<file path="config.mk">
export PLATFORM = sky130hd
export DESIGN_NAME = mpm_ctrl
export DESIGN_NICKNAME = d
export VERILOG_FILES = /design/src/sv/mpm_pkg.sv /design/src/sv/mpm_ctrl.sv
export SDC_FILE = /design/constraint.sdc
export NUM_CORES = 1
export LEC_CHECK = 0
export ABC_CLOCK_PERIOD_IN_PS = 3600
export BUFFER_PORTS_ARGS = -buffer_cell sky130_fd_sc_hd__buf_4
export CORE_AREA = 2 2 39 41
export CTS_CLUSTER_SIZE = 12
export DETAILED_ROUTE_END_ITERATION = 10
export DIE_AREA = 0 0 41 43
export PLACE_DENSITY_LB_ADDON = 0.25
export SLEW_MARGIN = 15
export SYNTH_ARGS = -nofsm -noshare
export SYNTH_HDL_FRONTEND = slang
export SYNTH_SLANG_ARGS = --single-unit
</file>
<file path="constraint.sdc">
create_clock -name clk -period 3.6 [get_ports clk]
set_clock_uncertainty 0.15 [all_clocks]
set_input_delay 0.18 -clock clk [delete_from_list [all_inputs] [get_ports clk]]
set_output_delay 0.18 -clock clk [all_outputs]
set_load 0.02 [all_outputs]
</file>
<file path="src/sv/mpm_pkg.sv">
// shared constants and control types for the masked pixel mean block
package mpm_pkg;

  localparam int IDX_W       = 12;
  localparam int SAMPLE_W    = 16;
  localparam int SUM_W       = 24;
  localparam int CNT_W       = 9;
  localparam int TEMP_W      = 18;

  localparam int TILE_PIXELS = 4096;
  localparam int ADDR_W      = $clog2(TILE_PIXELS);
  localparam int MAX_IMAGES  = 256;
  localparam int CNT_FIELD_MAX = (1 << CNT_W) - 1;
  localparam int COUNT_LIMIT = (MAX_IMAGES < CNT_FIELD_MAX) ? MAX_IMAGES : CNT_FIELD_MAX;

  localparam int WORD_W      = SUM_W + CNT_W;

  // divider operands: num = 4*sum + count, den = 2*count
  localparam int NUM_W       = SUM_W + 3;
  localparam int DEN_W       = CNT_W + 1;
  localparam int REM_W       = DEN_W + 1;
  localparam int ITER_W      = $clog2(NUM_W + 1);

  localparam int KELVIN_OFFSET = 27315;
  localparam int TEMP_MAX      = (1 << (TEMP_W - 1)) - 1;
  localparam int QUOT_CLAMP    = TEMP_MAX + KELVIN_OFFSET;

  typedef struct packed {
    logic clear_wr;
    logic load;
    logic update_wr;
    logic div_start;
    logic emit;
  } cmd_t;

  typedef struct packed {
    logic clear_done;
    logic last_item;
    logic div_done;
  } sts_t;

endpackage

</file>
<file path="src/sv/mpm_ctrl.sv">
// controller: clearing pass, accept, update and divide sequencing
module mpm_ctrl (
  input  logic          clk,
  input  logic          rst_n,
  input  logic          start,
  output logic          busy,
  output mpm_pkg::cmd_t cmd,
  input  mpm_pkg::sts_t sts
);

  localparam logic [1:0] S_CLEAR = 2'd0;
  localparam logic [1:0] S_IDLE  = 2'd1;
  localparam logic [1:0] S_UPD   = 2'd2;
  localparam logic [1:0] S_DIV   = 2'd3;

  logic [1:0] state_r;
  logic [1:0] state_nxt;

  always_comb begin
    state_nxt = state_r;
    cmd       = '0;
    unique case (state_r)
      S_CLEAR: begin
        cmd.clear_wr = 1'b1;
        if (sts.clear_done) begin
          state_nxt = S_IDLE;
        end
      end
      S_IDLE: begin
        if (start) begin
          cmd.load  = 1'b1;
          state_nxt = S_UPD;
        end
      end
      S_UPD: begin
        cmd.update_wr = 1'b1;
        if (sts.last_item) begin
          cmd.div_start = 1'b1;
          state_nxt     = S_DIV;
        end else begin
          state_nxt = S_IDLE;
        end
      end
      S_DIV: begin
        if (sts.div_done) begin
          cmd.emit  = 1'b1;
          state_nxt = S_IDLE;
        end
      end
      default: begin
        state_nxt = S_IDLE;
      end
    endcase
  end

  always_ff @(posedge clk) begin
    if (!rst_n) begin
      state_r <= S_CLEAR;
    end else begin
      state_r <= state_nxt;
    end
  end

  assign busy = (state_r != S_IDLE);

  a_accept_update: assert property (@(posedge clk) disable iff (!rst_n)
    (start && !busy) |=> state_r == S_UPD)
    else $error("accepted word not followed by update");

  a_div_after_last: assert property (@(posedge clk) disable iff (!rst_n)
    cmd.div_start |-> (state_r == S_UPD && sts.last_item))
    else $error("divide started without last-image word");

  a_emit_from_div: assert property (@(posedge clk) disable iff (!rst_n)
    cmd.emit |=> !busy)
    else $error("block busy after result issued");

endmodule

</file>
==> metrics.cfg <==
[detailed_routing]
vias_per_cell = 3.538
drtAntennaViolNets = 0
wl_um = 422
vias = 184
wl_per_cell_um = 8.115
dr.pass1.iters = 4
drc = 0
first_iter_violations = 8

[die]
num_io_pins = 12
die_x_um = 41
core_region_area_um2 = 1384
rows = 14
die_area_um2 = 1763
initial_core_util_pct = 12.93
chipHeight_um = 43

[clocking]
cts_made_buffers = 3
cts_resized = 0
clock_latency_ns = 0.22
htreeDepth = 1
post_cts.repair.setup_buffers = 0
cts.sinks = 2
cts_hold_buf = 0
clock_tree.buffer_depth = 2
clk_pin_slew_ns = 0.03
cts_root_buffer = clkbuf_4
cts_tree = done

[grt]
grt_pass1_vias = 190
grt_pass1_wl_um = 662
antenna_found_initial = 0
grt_start_max_net_pins = 5
grtUsageTotal_pct = 5.812
grt_overflow = 0

[cells_and_area]
drive_gt1_share_pct = 41.67
n_antenna_cell = 0
regMostFlops = state_r
largestRegisters = state_r x2
syn2layout_area_growth_pct = 69.93
num-nets-final = 48
largest_reg_flops = 2

[synthesis]
syn_nets = 32
synth-seq-cells = 2
synth_most_common_cell = inv_1
synth_area_leader_cell = ha_1
yosys.cell_types.count = 10
synth_seq_area_share_pct = 22.38
synth-edff-count = 0
synth_top_area_share_pct = 27.97
syn_area_per_cell_um2 = 8.133
ys.flop_type = dfxtp_1
async_flop_share_pct = 0
synthCells = 22
netlist_top_cells_area = ha_1 28%, dfxtp_1 22%, inv_1 13%, mux2i_1 11%, nand2_1 6.3%
yosys-top-cells-count = 6 x inv_1, 4 x ha_1, 3 x nand2_1
ys.warnings.count = 0
syn-cell-area_um2 = 178.9

[timing]
relSlewSlack_pct = 68.61
setup-violations-final = 0
max_freq_mhz = 623.9
tightest_slew_ns = 0.4708
maxSlewViolCount = 0
setup_tns_ns = 0
finalCritPeriodShare_pct = 44.52
finalCriticalPeriod_ns = 1.603
finalHoldViolCount = 0
rsz0062_at_grt = false

[setup_path]
startpoint = state_r[0]
reg2reg_to = state_r[0]
critPathCapture = state_r[0]
required_ns = 3.59
critPathArrivalTime_ns = 1.59
endpoint_kind = flip-flop
start_kind = flip-flop
crit_fanout = 4
rrSetupSlack_ns = 2.00
rr_startpoint = state_r[0]
setup.worst_path.class = reg -> reg
rr_worst_depth = 4

[flow_run]
cap_violations = 0

[placed_design]
hpwl_um = 346.7
routabilityCongestion = 0.6947
portBuffers = 11

[pwr]
powerDensity_nw_per_um2 = 514.3
peakVddDrop_v = 0.0002153
finalPower_uw = 156.4
p_leak_uw = 0.0001674

[min_path]
hp-class = in -> reg

[outcome]
status = completed

worst max-delay path, stage by stage (launching register included):
cell and delay [ns]:
dfxtp_1 0.36, inv_1 0.08, ha_1 0.22, a222oi_1 0.46, mux2i_1 0.25
placed cells by master, fill, tap and decap left out, drive strengths merged:
cell	count
nand2	3
and2	2
inv	6
dfxtp	2
clkbuf	3
buf	11
ha	4
nor2	1
mux2i	2
o211ai	1
a222oi	1
per-layer routing:
layer	vias up	global-route usage (%)	part of all wire [%]
li1	98	-	-
met1	77	6.070	45
met2	9	8.125	42
met3	0	3.665	12
met4	0	4.000	0
met5	-	0	0
how the worst min path moves through the flow:
| stage | start | endpoint | slack, ns | cells past startpoint |
|---|---|---|---|---|
| 6_report | rst_n | state_r[1] | 0.11 | 3 |
| 5_1_grt | rst_n | state_r[0] | 0.13 | 3 |
| 4_1_cts | rst_n | state_r[1] | 0.1 | 3 |
| 3_5_place_dp | rst_n | state_r[1] | 0.34 | 3 |
| 3_3_place_gp | rst_n | state_r[1] | 0.35 | 3 |
| 2_1_floorplan | rst_n | state_r[1] | 0.18 | 2 |
area by class of cell:
cell class / instances / area, um2
clock buffer: 3 / 22.52
fill: 157 / 1080
inverter: 6 / 22.52
multi-input combinational: 14 / 116.4
sequential: 2 / 40.04
tap: 16 / 20.02
timing repair buffer: 11 / 82.58
logic make-up after synthesis:
logic type | count (synthesis) | share of synthesized area, %
compound gates | 2 | 9.792
fa+ha+maj | 4 | 27.97
buf+inv | 6 | 12.59
flops | 2 | 22.38
mux | 2 | 11.19
simple gates | 6 | 16.09
where the power goes:
part	switching (uW)	internal [uW]	leakage, uW
sequential	5.08	27.4	0.0000164
clock	11.8	36.7	0.0000138
combinational	41.2	34.2	0.000137
total	58.1	98.3	0.000167
stage by stage:
stage | hold WS [ns] | instance area (um2) | cells | util (%) | setup WS, ns
2_1_floorplan | 0.1763 | 178.9 | 22 | - | 2.007
3_3_place_gp | 0.3515 | 281.5 | 49 | 20.34 | 2.005
3_5_place_dp | 0.3389 | 281.5 | 49 | 20.34 | 1.982
4_1_cts | 0.09871 | 304.0 | 52 | 21.97 | 1.974
5_1_grt | 0.1343 | 304.0 | 52 | 21.97 | 1.856
6_report | 0.1064 | 304.0 | 52 | 21.97 | 1.997
Power figures use the tool's default switching activity.
